$ cat src/rtl/cisr_pkg.sv
// Shared types and constants of the CAN ISO-TP response reassembler.
// Used by every module under rtl/ except cisr_ram; depends on nothing else.
package cisr_pkg;

  localparam int DefaultMessageBytes = 64;
  localparam int DefaultChannels     = 2;
  localparam int RespChannels        = 2;   // engine and transmission reply channels
  localparam int MaxResults          = 64;  // cap on emitted message bytes
  localparam int IdxMaxW             = 8;   // store index width at the largest store size
  localparam int CfgIdxW             = 3;
  localparam int IdW                 = 11;

  localparam logic [7:0] SvcMode01Pos = 8'h41;
  localparam logic [7:0] SvcRdbiPos   = 8'h62;
  localparam logic [3:0] PciSingle    = 4'h0;
  localparam logic [3:0] PciFirst     = 4'h1;
  localparam logic [3:0] PciConsec    = 4'h2;
  localparam logic [2:0] SfMaxLen     = 3'd7;
  localparam logic [2:0] FfBytes      = 3'd6;
  localparam logic [2:0] CfBytes      = 3'd7;
  localparam logic [6:0] MinMsgLen    = 7'd3;

  localparam logic [IdW-1:0] RstRespOffset = 11'd8;
  localparam logic [IdW-1:0] RstFuelId     = 11'd1544;
  localparam logic [IdW-1:0] RstGearId     = 11'd536;
  localparam logic [IdW-1:0] RstEngineId   = 11'd2024;
  localparam logic [IdW-1:0] RstGearboxId  = 11'd2025;

  typedef enum logic [CfgIdxW-1:0] {
    REG_RESP_OFFSET = 3'd0,
    REG_FUEL_ID     = 3'd1,
    REG_GEAR_ID     = 3'd2,
    REG_ENGINE_ID   = 3'd3,
    REG_GEARBOX_ID  = 3'd4
  } cfg_reg_e;

  typedef enum logic [2:0] {
    KIND_FUEL      = 3'd0,
    KIND_GEAR      = 3'd1,
    KIND_MODE01    = 3'd2,
    KIND_FLOW_CTRL = 3'd3,
    KIND_MSG_BYTE  = 3'd4
  } kind_e;

  typedef enum logic [1:0] {
    OP_RESULT = 2'd0,  // one ready-made result
    OP_SF_MSG = 2'd1,  // message bytes carried in the request itself
    OP_FIRST  = 2'd2,  // store bytes, then flow-control result
    OP_CONSEC = 2'd3   // store bytes, then maybe replay the message from the store
  } op_e;

  typedef struct packed {
    logic [IdW-1:0] response_offset;
    logic [IdW-1:0] fuel_broadcast_id;
    logic [IdW-1:0] gear_broadcast_id;
    logic [IdW-1:0] engine_response_id;
    logic [IdW-1:0] gearbox_response_id;
  } cfg_t;

  typedef struct packed {
    logic [10:0] can_id;
    logic [3:0]  length_code;
    logic [7:0]  byte0;
    logic [7:0]  byte1;
    logic [7:0]  byte2;
    logic [7:0]  byte3;
    logic [7:0]  byte4;
    logic [7:0]  byte5;
    logic [7:0]  byte6;
    logic [7:0]  byte7;
  } in_t;

  typedef struct packed {
    kind_e       kind;
    logic        ecu;
    logic [7:0]  tag;
    logic [31:0] value;
    logic        last;
  } out_t;

  typedef struct packed {
    op_e                op;
    logic               ch;
    kind_e              kind;
    logic [7:0]         tag;
    logic [31:0]        value;
    logic [55:0]        data;    // payload bytes, first byte in the low bits
    logic [IdxMaxW-1:0] wr_idx;
    logic [2:0]         wr_cnt;
    logic [6:0]         rd_len;
  } cmd_t;

endpackage

$ cat src/rtl/cisr_ram.sv
// Generic single-write, single-read RAM with registered read data.
// No dependencies.
module cisr_ram #(
  parameter int WIDTH = 8,
  parameter int DEPTH = 128
) (
  input  logic                     clk_i,
  input  logic                     we_i,
  input  logic [$clog2(DEPTH)-1:0] waddr_i,
  input  logic [WIDTH-1:0]         wdata_i,
  input  logic [$clog2(DEPTH)-1:0] raddr_i,
  output logic [WIDTH-1:0]         rdata_o
);

  logic [WIDTH-1:0] mem_q [DEPTH];

  always_ff @(posedge clk_i) begin
    if (we_i) begin
      mem_q[waddr_i] <= wdata_i;
    end
    rdata_o <= mem_q[raddr_i];
  end

endmodule

$ cat src/rtl/cisr_cmd_fifo.sv
// Two-entry request queue between the frame classifier and the executor.
// Depends on cisr_pkg.
module cisr_cmd_fifo import cisr_pkg::*; (
  input  logic clk_i,
  input  logic rst_ni,
  input  logic push_i,
  input  cmd_t data_i,
  output logic full_o,
  input  logic pop_i,
  output logic valid_o,
  output cmd_t data_o
);

  cmd_t       mem_q [2];
  logic       wr_ptr_q, rd_ptr_q;
  logic [1:0] cnt_q;

  assign full_o  = (cnt_q == 2'd2);
  assign valid_o = (cnt_q != 2'd0);
  assign data_o  = mem_q[rd_ptr_q];

  always_ff @(posedge clk_i or negedge rst_ni) begin
    if (!rst_ni) begin
      wr_ptr_q <= 1'b0;
      rd_ptr_q <= 1'b0;
      cnt_q    <= 2'd0;
    end else begin
      if (push_i) begin
        wr_ptr_q <= ~wr_ptr_q;
      end
      if (pop_i) begin
        rd_ptr_q <= ~rd_ptr_q;
      end
      case ({push_i, pop_i})
        2'b10:   cnt_q <= cnt_q + 2'd1;
        2'b01:   cnt_q <= cnt_q - 2'd1;
        default: cnt_q <= cnt_q;
      endcase
    end
  end

  always_ff @(posedge clk_i) begin
    if (push_i) begin
      mem_q[wr_ptr_q] <= data_i;
    end
  end

endmodule

$ cat src/rtl/cisr_front.sv
// Frame classifier: matches ids, tracks per-channel ISO-TP reassembly state
// and turns each frame into at most one request. Depends on cisr_pkg.
module cisr_front import cisr_pkg::*; #(
  parameter int MESSAGE_BYTES = DefaultMessageBytes,
  parameter int CHANNELS      = DefaultChannels
) (
  input  logic clk_i,
  input  logic rst_ni,
  input  cfg_t cfg_i,
  input  in_t  frame_i,
  input  logic accept_i,
  output cmd_t cmd_o,
  output logic cmd_valid_o
);

  localparam int ColW = $clog2(MESSAGE_BYTES + 1);

  logic [RespChannels-1:0] act_q, act_d;
  logic [RespChannels-1:0] head_ok_q, head_ok_d;   // stored byte 0 is 0x62
  logic [11:0]             exp_q [RespChannels];
  logic [11:0]             exp_d [RespChannels];
  logic [ColW-1:0]         col_q [RespChannels];
  logic [ColW-1:0]         col_d [RespChannels];

  logic        fuel_hit, gear_hit, resp_hit, ch, ch_en, has_cmd;
  logic [3:0]  pci, sf_nib;
  logic [2:0]  sf_len, ff_cnt, cf_cnt;
  logic [11:0] ff_exp;
  logic [12:0] exp_w, col_w, rem_exp, rem_mb, room, newcol;
  logic        cf_done, cf_emit;
  logic [6:0]  msg_len;
  logic [55:0] tail7;

  assign fuel_hit = (frame_i.can_id == cfg_i.fuel_broadcast_id) && (frame_i.length_code >= 4'd7);
  assign gear_hit = (frame_i.can_id == cfg_i.gear_broadcast_id) && (frame_i.length_code >= 4'd3);
  assign resp_hit = (frame_i.can_id == cfg_i.engine_response_id) ||
                    (frame_i.can_id == cfg_i.gearbox_response_id);
  assign ch       = (frame_i.can_id != cfg_i.engine_response_id);
  assign ch_en    = !ch || (CHANNELS > 1);
  assign pci      = frame_i.byte0[7:4];
  assign sf_nib   = frame_i.byte0[3:0];
  assign sf_len   = (sf_nib > 4'(SfMaxLen)) ? SfMaxLen : sf_nib[2:0];

  assign tail7 = {frame_i.byte7, frame_i.byte6, frame_i.byte5, frame_i.byte4,
                  frame_i.byte3, frame_i.byte2, frame_i.byte1};

  // First frame always starts from an empty buffer; the store holds at least 8 bytes.
  assign ff_exp = {frame_i.byte0[3:0], frame_i.byte1};
  assign ff_cnt = (ff_exp > 12'(FfBytes)) ? FfBytes : ff_exp[2:0];

  // Consecutive frame: bytes still fit below both the announced length and the store.
  assign exp_w   = {1'b0, exp_q[ch]};
  assign col_w   = 13'(col_q[ch]);
  assign rem_exp = exp_w - col_w;
  assign rem_mb  = 13'(MESSAGE_BYTES) - col_w;
  assign room    = (rem_exp < rem_mb) ? rem_exp : rem_mb;
  assign cf_cnt  = (room > 13'(CfBytes)) ? CfBytes : room[2:0];
  assign newcol  = col_w + 13'(cf_cnt);
  assign cf_done = (newcol >= exp_w);
  assign msg_len = (exp_w > 13'(MaxResults)) ? 7'(MaxResults) : exp_w[6:0];
  assign cf_emit = cf_done && (exp_w >= 13'(MinMsgLen)) && head_ok_q[ch];

  always_comb begin
    cmd_o     = '0;
    has_cmd   = 1'b0;
    act_d     = act_q;
    head_ok_d = head_ok_q;
    exp_d     = exp_q;
    col_d     = col_q;
    cmd_o.ch  = ch;
    if (fuel_hit) begin
      has_cmd     = 1'b1;
      cmd_o.op    = OP_RESULT;
      cmd_o.ch    = 1'b0;
      cmd_o.kind  = KIND_FUEL;
      cmd_o.value = {16'd0, frame_i.byte5, frame_i.byte6};
    end else if (gear_hit) begin
      has_cmd     = 1'b1;
      cmd_o.op    = OP_RESULT;
      cmd_o.ch    = 1'b0;
      cmd_o.kind  = KIND_GEAR;
      cmd_o.tag   = {4'd0, frame_i.byte2[7:4]};
      cmd_o.value = {28'd0, frame_i.byte2[3:0]};
    end else if (resp_hit) begin
      if (pci == PciSingle) begin
        if (frame_i.byte1 == SvcMode01Pos && !ch) begin
          has_cmd     = 1'b1;
          cmd_o.op    = OP_RESULT;
          cmd_o.kind  = KIND_MODE01;
          cmd_o.tag   = frame_i.byte2;
          cmd_o.value = {frame_i.byte3, frame_i.byte4, frame_i.byte5, frame_i.byte6};
        end else if (frame_i.byte1 == SvcRdbiPos && 7'(sf_len) >= MinMsgLen) begin
          has_cmd      = 1'b1;
          cmd_o.op     = OP_SF_MSG;
          cmd_o.data   = tail7;
          cmd_o.rd_len = 7'(sf_len);
        end
      end else if (ch_en && pci == PciFirst) begin
        has_cmd        = 1'b1;
        cmd_o.op       = OP_FIRST;
        cmd_o.kind     = KIND_FLOW_CTRL;
        cmd_o.value    = 32'(IdW'(frame_i.can_id - cfg_i.response_offset));
        cmd_o.data     = {8'd0, tail7[55:8]};
        cmd_o.wr_cnt   = ff_cnt;
        act_d[ch]      = 1'b1;
        head_ok_d[ch]  = (frame_i.byte2 == SvcRdbiPos);
        exp_d[ch]      = ff_exp;
        col_d[ch]      = ColW'(ff_cnt);
      end else if (ch_en && pci == PciConsec && act_q[ch]) begin
        has_cmd      = 1'b1;
        cmd_o.op     = OP_CONSEC;
        cmd_o.kind   = KIND_MSG_BYTE;
        cmd_o.data   = tail7;
        cmd_o.wr_idx = IdxMaxW'(col_q[ch]);
        cmd_o.wr_cnt = cf_cnt;
        cmd_o.rd_len = cf_emit ? msg_len : 7'd0;
        col_d[ch]    = ColW'(newcol);
        if (cf_done) begin
          act_d[ch] = 1'b0;
        end
      end
    end
  end

  assign cmd_valid_o = accept_i && has_cmd;

  always_ff @(posedge clk_i or negedge rst_ni) begin
    if (!rst_ni) begin
      act_q     <= '0;
      head_ok_q <= '0;
      for (int i = 0; i < RespChannels; i++) begin
        exp_q[i] <= '0;
        col_q[i] <= '0;
      end
    end else if (accept_i) begin
      act_q     <= act_d;
      head_ok_q <= head_ok_d;
      exp_q     <= exp_d;
      col_q     <= col_d;
    end
  end

endmodule

$ cat src/rtl/cisr_back.sv
// Request executor: writes frame bytes into the message store and produces
// result items into the output register. Depends on cisr_pkg and cisr_ram.
module cisr_back import cisr_pkg::*; #(
  parameter int MESSAGE_BYTES = DefaultMessageBytes,
  parameter int CHANNELS      = DefaultChannels
) (
  input  logic clk_i,
  input  logic rst_ni,
  input  cmd_t cmd_i,
  input  logic cmd_valid_i,
  output logic cmd_pop_o,
  output out_t out_item_o,
  output logic out_valid_o,
  input  logic out_pop_i
);

  localparam int NumCh    = (CHANNELS < 2) ? 1 : 2;
  localparam int MemDepth = NumCh * MESSAGE_BYTES;
  localparam int AW       = $clog2(MemDepth);
  localparam int IdxW     = $clog2(MESSAGE_BYTES);

  typedef enum logic [2:0] {
    ST_IDLE,
    ST_WRITE,
    ST_ONE,
    ST_SF,
    ST_MEM
  } state_e;

  state_e          st_q;
  cmd_t            cmd_q;
  logic [55:0]     data_q;
  logic [IdxW-1:0] wr_pos_q;
  logic [2:0]      wr_left_q;
  logic [5:0]      em_q;
  logic            rd_ok_q;
  out_t            out_q;
  logic            out_valid_q;

  logic          can_load, out_load, em_last, ram_we;
  logic [AW-1:0] base, waddr, raddr;
  logic [7:0]    ram_rdata;

  assign can_load  = !out_valid_q || out_pop_i;
  // a result goes into the output register this cycle
  assign out_load  = can_load && ((st_q == ST_ONE) || (st_q == ST_SF) ||
                                  ((st_q == ST_MEM) && rd_ok_q));
  assign em_last   = ({1'b0, em_q} == (cmd_q.rd_len - 7'd1));
  assign base      = cmd_q.ch ? AW'(MESSAGE_BYTES) : '0;
  assign waddr     = base + AW'(wr_pos_q);
  assign raddr     = base + AW'(em_q);
  assign ram_we    = (st_q == ST_WRITE);
  assign cmd_pop_o = (st_q == ST_IDLE) && cmd_valid_i;

  assign out_item_o  = out_q;
  assign out_valid_o = out_valid_q;

  cisr_ram #(
    .WIDTH (8),
    .DEPTH (MemDepth)
  ) u_store (
    .clk_i   (clk_i),
    .we_i    (ram_we),
    .waddr_i (waddr),
    .wdata_i (data_q[7:0]),
    .raddr_i (raddr),
    .rdata_o (ram_rdata)
  );

  always_ff @(posedge clk_i or negedge rst_ni) begin
    if (!rst_ni) begin
      st_q        <= ST_IDLE;
      cmd_q       <= '0;
      data_q      <= '0;
      wr_pos_q    <= '0;
      wr_left_q   <= '0;
      em_q        <= '0;
      rd_ok_q     <= 1'b0;
      out_q       <= '0;
      out_valid_q <= 1'b0;
    end else begin
      if (out_load) begin
        out_valid_q <= 1'b1;
      end else if (out_pop_i) begin
        out_valid_q <= 1'b0;
      end
      case (st_q)
        ST_IDLE: begin
          if (cmd_valid_i) begin
            cmd_q     <= cmd_i;
            data_q    <= cmd_i.data;
            wr_pos_q  <= IdxW'(cmd_i.wr_idx);
            wr_left_q <= cmd_i.wr_cnt;
            em_q      <= '0;
            rd_ok_q   <= 1'b0;
            case (cmd_i.op)
              OP_RESULT: st_q <= ST_ONE;
              OP_SF_MSG: st_q <= ST_SF;
              default: begin
                if (cmd_i.wr_cnt != 3'd0) begin
                  st_q <= ST_WRITE;
                end else if (cmd_i.op == OP_FIRST) begin
                  st_q <= ST_ONE;
                end else if (cmd_i.rd_len != 7'd0) begin
                  st_q <= ST_MEM;
                end else begin
                  st_q <= ST_IDLE;
                end
              end
            endcase
          end
        end
        ST_WRITE: begin
          data_q    <= data_q >> 8;
          wr_pos_q  <= wr_pos_q + IdxW'(1);
          wr_left_q <= wr_left_q - 3'd1;
          if (wr_left_q == 3'd1) begin
            if (cmd_q.op == OP_FIRST) begin
              st_q <= ST_ONE;
            end else if (cmd_q.rd_len != 7'd0) begin
              st_q <= ST_MEM;
            end else begin
              st_q <= ST_IDLE;
            end
          end
        end
        ST_ONE: begin
          if (can_load) begin
            out_q <= '{kind: cmd_q.kind, ecu: cmd_q.ch, tag: cmd_q.tag,
                       value: cmd_q.value, last: 1'b1};
            st_q  <= ST_IDLE;
          end
        end
        ST_SF: begin
          if (can_load) begin
            out_q  <= '{kind: KIND_MSG_BYTE, ecu: cmd_q.ch, tag: 8'(em_q),
                        value: 32'(data_q[7:0]), last: em_last};
            data_q <= data_q >> 8;
            em_q   <= em_q + 6'd1;
            if (em_last) begin
              st_q <= ST_IDLE;
            end
          end
        end
        ST_MEM: begin
          // read data is good in the cycle after the address settles
          if (rd_ok_q && can_load) begin
            out_q   <= '{kind: KIND_MSG_BYTE, ecu: cmd_q.ch, tag: 8'(em_q),
                         value: 32'(ram_rdata), last: em_last};
            em_q    <= em_q + 6'd1;
            rd_ok_q <= 1'b0;
            if (em_last) begin
              st_q <= ST_IDLE;
            end
          end else begin
            rd_ok_q <= 1'b1;
          end
        end
        default: st_q <= ST_IDLE;
      endcase
    end
  end

endmodule

$ cat src/rtl/can_isotp_response_reassembler_unit.sv
// Top level of the CAN ISO-TP response reassembler: configuration registers,
// classifier, request queue and executor. Depends on cisr_pkg and all rtl modules.
//
// Usage:
//   Input side is a queue write port: present a received frame on in_item_i
//   and raise push; it is taken at a clock edge with push high and full low.
//   Results are read like a queue: while empty is low the oldest result sits
//   on out_item_o, and pop takes it. The last result of a frame has last set.
//   Configuration: cfg_index_i selects response offset, fuel id, gear id,
//   engine id or gearbox id (0..4); the write happens on cfg_valid_i with
//   cfg_ready_o, which is always high. Write only while the block is idle.
// Timing:
//   A frame is classified in the cycle it is taken and parked in a two-entry
//   request queue. The executor fetches a request, writes its stored bytes
//   (up to 7) one by one into the message store, then emits its results.
//   Bytes replayed from the message store go through a registered RAM read.
//   When the receiver stops popping, the executor holds and the queue fills,
//   then full rises.
// Reset clears channel state and loads the default ids; the message store is
// not cleared and needs no clearing pass.
module can_isotp_response_reassembler_unit import cisr_pkg::*; #(
  parameter int MESSAGE_BYTES = DefaultMessageBytes,
  parameter int CHANNELS      = DefaultChannels
) (
  input  logic               clk_i,
  input  logic               rst_ni,
  input  logic               cfg_valid_i,
  output logic               cfg_ready_o,
  input  logic [CfgIdxW-1:0] cfg_index_i,
  input  logic [IdW-1:0]     cfg_data_i,
  input  logic               push,
  output logic               full,
  input  in_t                in_item_i,
  output logic               empty,
  input  logic               pop,
  output out_t               out_item_o
);

  cfg_t cfg_q;
  logic accept, cmd_push, cmd_full, cmd_valid, cmd_pop, out_valid;
  cmd_t cmd_in, cmd_out;

  assign cfg_ready_o = 1'b1;
  assign full        = cmd_full;
  assign accept      = push && !cmd_full;
  assign empty       = !out_valid;

  always_ff @(posedge clk_i or negedge rst_ni) begin
    if (!rst_ni) begin
      cfg_q <= '{response_offset:     RstRespOffset,
                 fuel_broadcast_id:   RstFuelId,
                 gear_broadcast_id:   RstGearId,
                 engine_response_id:  RstEngineId,
                 gearbox_response_id: RstGearboxId};
    end else if (cfg_valid_i) begin
      case (cfg_reg_e'(cfg_index_i))
        REG_RESP_OFFSET: cfg_q.response_offset     <= cfg_data_i;
        REG_FUEL_ID:     cfg_q.fuel_broadcast_id   <= cfg_data_i;
        REG_GEAR_ID:     cfg_q.gear_broadcast_id   <= cfg_data_i;
        REG_ENGINE_ID:   cfg_q.engine_response_id  <= cfg_data_i;
        REG_GEARBOX_ID:  cfg_q.gearbox_response_id <= cfg_data_i;
        default:         cfg_q <= cfg_q;
      endcase
    end
  end

  cisr_front #(
    .MESSAGE_BYTES (MESSAGE_BYTES),
    .CHANNELS      (CHANNELS)
  ) u_front (
    .clk_i       (clk_i),
    .rst_ni      (rst_ni),
    .cfg_i       (cfg_q),
    .frame_i     (in_item_i),
    .accept_i    (accept),
    .cmd_o       (cmd_in),
    .cmd_valid_o (cmd_push)
  );

  cisr_cmd_fifo u_queue (
    .clk_i   (clk_i),
    .rst_ni  (rst_ni),
    .push_i  (cmd_push),
    .data_i  (cmd_in),
    .full_o  (cmd_full),
    .pop_i   (cmd_pop),
    .valid_o (cmd_valid),
    .data_o  (cmd_out)
  );

  cisr_back #(
    .MESSAGE_BYTES (MESSAGE_BYTES),
    .CHANNELS      (CHANNELS)
  ) u_back (
    .clk_i       (clk_i),
    .rst_ni      (rst_ni),
    .cmd_i       (cmd_out),
    .cmd_valid_i (cmd_valid),
    .cmd_pop_o   (cmd_pop),
    .out_item_o  (out_item_o),
    .out_valid_o (out_valid),
    .out_pop_i   (pop)
  );

`ifndef SYNTHESIS
  a_queue_no_overflow: assert property (@(posedge clk_i) disable iff (!rst_ni)
    cmd_push |-> !cmd_full)
    else $error("request queue written while full");

  a_single_result_last: assert property (@(posedge clk_i) disable iff (!rst_ni)
    (!empty && out_item_o.kind != KIND_MSG_BYTE) |-> out_item_o.last)
    else $error("non-message result without last");

  a_msg_head: assert property (@(posedge clk_i) disable iff (!rst_ni)
    (!empty && out_item_o.kind == KIND_MSG_BYTE && out_item_o.tag == 8'd0)
      |-> (out_item_o.value == 32'(SvcRdbiPos)))
    else $error("emitted message does not start with the positive reply code");
`endif

endmodule
$ cat config.mk
export PLATFORM = sky130hd
export DESIGN_NAME = can_isotp_response_reassembler_unit
export DESIGN_NICKNAME = d
export VERILOG_FILES = /design/src/rtl/cisr_pkg.sv /design/src/rtl/cisr_ram.sv /design/src/rtl/cisr_cmd_fifo.sv /design/src/rtl/cisr_front.sv /design/src/rtl/cisr_back.sv /design/src/rtl/can_isotp_response_reassembler_unit.sv
export SDC_FILE = /design/constraint.sdc
export NUM_CORES = 2
export LEC_CHECK = 0
export BUFFER_PORTS_ARGS = -buffer_cell sky130_fd_sc_hd__buf_2
export CORE_ASPECT_RATIO = 1.4
export CORE_MARGIN = 2
export CORE_UTILIZATION = 62
export CTS_CLUSTER_DIAMETER = 80
export DETAILED_ROUTE_END_ITERATION = 6
export PLACE_DENSITY = 0.77
export REMOVE_ABC_BUFFERS = 1
export SETUP_SLACK_MARGIN = 0.1
export SYNTH_ARGS = -nofsm -noshare
export SYNTH_HDL_FRONTEND = slang
export SYNTH_HIERARCHICAL = 1
export SYNTH_SLANG_ARGS = --single-unit
$ cat constraint.sdc
create_clock -name clk_i -period 9.7 [get_ports clk_i]
set_input_delay 0.485 -clock clk_i [delete_from_list [all_inputs] [get_ports clk_i]]
set_output_delay 0.485 -clock clk_i [all_outputs]
set_load 0.02 [all_outputs]
# Yosys cells after proc, flatten, opt, wreduce, memory -nomap -nowiden
# Memories as Yosys holds them, arrays and structs flattened. A register that Yosys moved wholly into a read port is not among the register bits.
# Cells that the tools add are included.
[classes]
bitwise_logic = 9
n_lt_le_gt_ge = 14
reduce_logical = 54
n_addsub = 12
eq_ne = 31
n_mux = 111
[op_table]
columns = ["cell", "n"]
rows = [
  ["56-bit 2-to-1 mux", 5],
  ["74-bit 2-to-1 mux", 3],
  ["56-bit case mux with 3 select lines", 1],
  ["45-bit 2-to-1 mux", 3],
  ["45-bit case mux with 3 select lines", 1],
  ["117-bit 2-to-1 mux", 1],
  ["88-bit 2-to-1 mux", 1],
  ["7-bit 2-to-1 mux", 10],
  ["3-bit 2-to-1 mux", 20],
  ["12-bit 2-to-1 mux", 4],
  ["11-bit == test", 4],
  ["43-bit 2-to-1 mux", 1],
  ["42-bit 2-to-1 mux", 1],
  ["32-bit 2-to-1 mux", 1],
  ["6-bit 2-to-1 mux", 5],
  ["14-bit bitwise mux", 2],
  ["14-bit 2-to-1 mux", 2],
  ["24-bit bitwise mux", 1],
  ["8-bit by 7-bit == test with 1-bit output, second input constant", 3],
  ["8-bit 2-to-1 mux", 3],
  ["1-bit 2-to-1 mux", 23],
  ["11-bit 2-to-1 mux", 2],
  ["2-bit 2-to-1 mux", 9],
  ["6-bit case mux with 3 select lines", 1],
  ["65 further kinds", 124],
]
[totals]
register_bits = 275
mem_bits_rw = 1264
output_inout_bits = 48
mem_count = 2
[memory_table]
columns = ["memory", "depth", "word_bits", "read_ports", "rd_ports_with_merged_regs", "write_ports", "line", "source"]
rows = [
  ["u_back.u_store.mem_q", 128, 8, 1, 1, 1, "cisr_ram.sv:15", "logic [WIDTH-1:0] mem_q [DEPTH];"],
  ["u_queue.mem_q", 2, 120, 1, 0, 1, "cisr_cmd_fifo.sv:14", "cmd_t mem_q [2];"],
]

# Depth between registers and ports, before layout
[logic_depth]
ltp_word = 21
depth_mapped = 42

# By module
# The synthesis kept the hierarchy.
[modules_own_cells]
columns = ["mod", "seq_area_each_um2", "area_per_inst_um2", "n_inst", "cells_per_inst"]
rows = [
  ["cisr_ram", 30909.6, 39665.5, 1, 1635],
  ["cisr_cmd_fifo", 7307.0, 8868.5, 1, 389],
  ["cisr_back", 4354.2, 7856.3, 1, 907],
  ["cisr_front", 1051.0, 5894.4, 1, 717],
  ["can_isotp_response_reassembler_unit", 1403.8, 2182.1, 1, 124],
]

# Worst setup path before layout
# Ideal clock, no wire load.
[synth_path]
kind = "input to register"
start = "input in_item_i[68] in the netlist's numbering"
end = "memory u_queue/mem_q[0][2] in the netlist's numbering (data pin)"
setup_slack_ns = 1.792
n_path_buf = 4
t_arrival_ns = 7.654
cell_stages = 41
path_cell_list = "buf_2 -> xnor2_1 -> and3_2 -> nand3_4 -> buf_4 -> clkbuf_8 -> clkbuf_1 -> nand2_1 -> nand2_1 -> ha_1 -> inv_1 -> maj3_2 -> maj3_2 -> a211oi_2 -> nor3b_1 -> nor4_1 -> xnor2_1 -> mux2_2 -> (+5 left out) -> nor4b_4 -> a41oi_2 -> or2_1 -> ha_1 -> inv_1 -> fa_1 -> inv_1 -> ha_1 -> a21o_1 -> a21o_1 -> a21oi_1 -> nor2b_1 -> o21ai_0 -> a21oi_1 -> o2111ai_1 -> nor3_1 -> nor2_1 -> nor2_1"
[synth_rtl]
columns = ["item", "line", "source"]
rows = [
  ["start: declaration", "can_isotp_response_reassembler_unit.sv:33", "input in_t in_item_i,"],
  ["end: declaration", "cisr_cmd_fifo.sv:14", ""],
]

==> impl_metrics.py <==
metrics = {
    "outcome": {
        "outcome": "finished clean",
    },
    "power": {
        "finalPower_mw": 18.7,
        "power_density_nw_per_um2": 263,
        "ir_drop_v": 0.000242,
        "leakagePower_nw": 24.7,
    },
    "synth": {
        "yosysWarningCount": 6,
        "synthesis.area_per_instance_um2": 17.1,
        "mappedNetlistArea_um2": 64300,
        "syn_inst": 3763,
    },
    "sta": {
        "period_needed_ns": 8.85,
        "finalCritPeriodShare_pct": 91.2,
        "fin_worst_skew_ns": 0.0296,
        "worst-slew-pin-transition_ns": 1.32,
        "fmaxAchievable_ghz": 0.113,
        "rsz0062_at_grt": "false",
        "relative_slew_slack_pct": 11.6,
        "slew_violations": 0,
        "hold_viol": 0,
        "setup_viol_count_final": 0,
        "finalWorstSetupSlack_ns": 0.853,
    },
    "detailed_routing": {
        "dr.pass1.iters": 7,
        "routedWlPerCell_um": 28.7,
        "via_count": 34900,
        "detail-route-antenna-nets": 0,
        "drt-initial-drc-count": 4089,
        "via_per_inst": 6.49,
        "detail_route.wirelength_um": 154000,
        "remaining_drc_errors": 0,
    },
    "min_path": {
        "hold_path_class": "primary input to flip-flop",
    },
    "finish": {
        "post-route-util_pct": 69.0,
        "finalInstanceArea_um2": 70900,
        "final_layout_size_suffix_gt1_share_pct": 25.3,
        "final.fill_count": 6541,
        "finish.cell_count_without_fillers": 5374,
        "final_nets": 4069,
        "area_delta_synth_final_pct": 10.3,
    },
    "worst_setup_path": {
        "cpMaxStageDelayCell": "sky130_fd_sc_hd__dfstp_2",
        "endpoint_kind": "flip-flop",
        "arrival_ns": 9.33,
        "startpoint_type": "flip-flop",
        "cp.required_ns": 10.19,
        "worst-setup-path-type": "flip-flop to flip-flop",
        "slowest_delay_ns": 0.54,
        "path_max_fanout": 16,
    },
    "cts": {
        "cts_setup_buffers": 0,
        "ctsRootBufferMaster": "sky130_fd_sc_hd__clkbuf_16",
        "cts-root-to-sink-buffers": 3,
        "tritoncts": "done",
        "clk_pin_slew_ns": 0.06,
        "cts-buffers-inserted": 144,
        "resize_count_post_cts": 0,
        "clock-sinks": 1543,
        "worst_skew_pair_latency_ns": 0.76,
        "htree_levels": 4,
    },
    "grt": {
        "grt.total_usage_pct": 29.5,
        "grt_busiest_layer": "met2",
        "vias_in_the_first_global_route": 35400,
        "gr-usage-met2_pct": 50.6,
        "grt_pass1_wl_um": 230000,
        "gr-usage-met1_pct": 37.4,
        "gr-total-overflow": 0,
        "grt_max_degree": 162,
        "met3_usage_pct": 4.35,
        "grt_antenna_before_repair": 2,
    },
    "job": {
        "drv_cap": 0,
    },
    "floorplan": {
        "chipHeight_um": 385,
        "initial_utilization_pct": 62.6,
        "floorplan.die.width_um": 276,
        "boundary_pin_count": 146,
        "core-area_um2": 103000,
        "std_cell_rows": 139,
        "die-area_um2": 106000,
    },
    "place": {
        "dp.final_hpwl_um": 95000,
        "placed_area_um2": 66300,
        "dp_cells": 5107,
        "gp_routability_congestion": 0.895,
        "dp_worst_setup_slack_ns": 0.643,
        "port-buffer-count": 144,
    },
}
[power by group]
group          total, mW  switching [mW]  internal (mW)
registers           8.98           0.651           8.33
logic               4.23            2.65           1.59
clock network       5.48            2.39           3.09
[through the flow]
stage	hold WS, ns	setup TNS (ns)
6_report	0.0495	0
3_3_place_gp	0.458	0
4_1_cts	0.000119	0
5_1_grt	0.0369	0
2_1_floorplan	0.189	-26.26
3_5_place_dp	0.462	0
[cells in the final DEF, fill, tap and decap left out, types with 8 or more instances in the layout]
cell                        instances
sky130_fd_sc_hd__buf_2            143
sky130_fd_sc_hd__clkbuf_16        153
sky130_fd_sc_hd__mux2_1            26
sky130_fd_sc_hd__mux2i_1           24
sky130_fd_sc_hd__edfxtp_1        1260
sky130_fd_sc_hd__inv_1             63
sky130_fd_sc_hd__clkinv_1          29
sky130_fd_sc_hd__a22o_1            60
sky130_fd_sc_hd__mux2_4            10
sky130_fd_sc_hd__buf_4             57
sky130_fd_sc_hd__dfrtp_1          240
sky130_fd_sc_hd__mux2_2           187
sky130_fd_sc_hd__nor4_1            17
sky130_fd_sc_hd__a22oi_1           17
sky130_fd_sc_hd__nor3_1            24
sky130_fd_sc_hd__a21oi_1           40
sky130_fd_sc_hd__clkbuf_1          32
sky130_fd_sc_hd__mux4_2           336
sky130_fd_sc_hd__o21ai_1           45
sky130_fd_sc_hd__nand2_1          392
sky130_fd_sc_hd__xnor2_1           44
sky130_fd_sc_hd__a31oi_1           63
sky130_fd_sc_hd__nand4_1           15
sky130_fd_sc_hd__dfrtp_4           13
sky130_fd_sc_hd__xor2_1            51
sky130_fd_sc_hd__nand3_1           47
sky130_fd_sc_hd__nor2_1           237
sky130_fd_sc_hd__nand2b_1          16
sky130_fd_sc_hd__a21o_1             8
sky130_fd_sc_hd__nor2b_1           24
sky130_fd_sc_hd__o21ai_0           64
sky130_fd_sc_hd__and2_1            32
sky130_fd_sc_hd__ha_1              48
sky130_fd_sc_hd__dfxtp_1            8
sky130_fd_sc_hd__clkinv_2          19
sky130_fd_sc_hd__or3_1             10
sky130_fd_sc_hd__dfstp_2           22
[worst max-delay path, delay by kind of cell (launching register included)]
kind	cells	cell delay, ns
and+or+nand+nor	11	2.52
AOI/OAI and AO/OA	11	2.47
adders and majority gates	5	1.29
buffers and inverters	6	0.75
muxes	2	0.67
DFF	1	0.54
xor gates and xnor gates	2	0.33
[sequential cells by signal, summed over array words and instances, names as in the netlist, 8 cells and up, named ones only]
name,count
cfg_q,55
u_back/cmd_q,53
u_back/data_q,56
u_back/out_item_o,45
u_back/u_store/mem_q,1024
u_back/u_store/rdata_o,8
u_front/col_q,14
u_front/exp_q,24
u_queue/mem_q,236
[layout make-up]
| class | count | area (um^2) | share of cell area, % |
|---|---|---|---|
| multi-input combinational | 1952 | 18200 | 25.7 |
| timing repair buffer | 211 | 1290 | 1.82 |
| tap | 1339 | 1680 | 2.36 |
| clock inverter | 68 | 539 | 0.760 |
| clock buffer | 189 | 4000 | 5.64 |
| antenna | 3 | 7.51 | 0.0106 |
| sequential | 1543 | 45000 | 63.4 |
| inverter | 69 | 259 | 0.365 |
[final timing paths]
kind	start	endpoint	slack, ns	cells past startpoint
worst max-delay path	cfg_q[20]$_DFFE_PN1P_	u_queue/mem_q[1][1]$_DFFE_PP_	0.85	37
worst min-delay path	cfg_data_i[9]	cfg_q[9]$_DFFE_PN1P_	0.05	2
worst max register to register	cfg_q[20]$_DFFE_PN1P_	u_queue/mem_q[1][1]$_DFFE_PP_	0.85	37
worst min register to register	u_back/cmd_q[88]$_DFFE_PN0P_	u_back/cmd_q[88]$_DFFE_PN0P_	0.48	2
max in group asynchronous	rst_ni	u_back/data_q[2]$_DFFE_PN0P_	7.86	3
min in group asynchronous	rst_ni	u_back/out_item_o[31]$_DFFE_PN0P_	0.33	2
[layer usage]
layer | up-vias | wire [um] | share of wire (%)
met5 | - | 0 | 0
met2 | 1592 | 79100 | 51
met1 | 18100 | 56300 | 37
met4 | 0 | 7590 | 4.9
met3 | 325 | 11000 | 7.1
li1 | 14900 | - | -
[timing repair]
action,in CTS,in global routing
hold buffers,7,0
setup endpoints to repair,0,0
endpoints found under the hold margin,92,0
(Power assumes the default switching activity.)
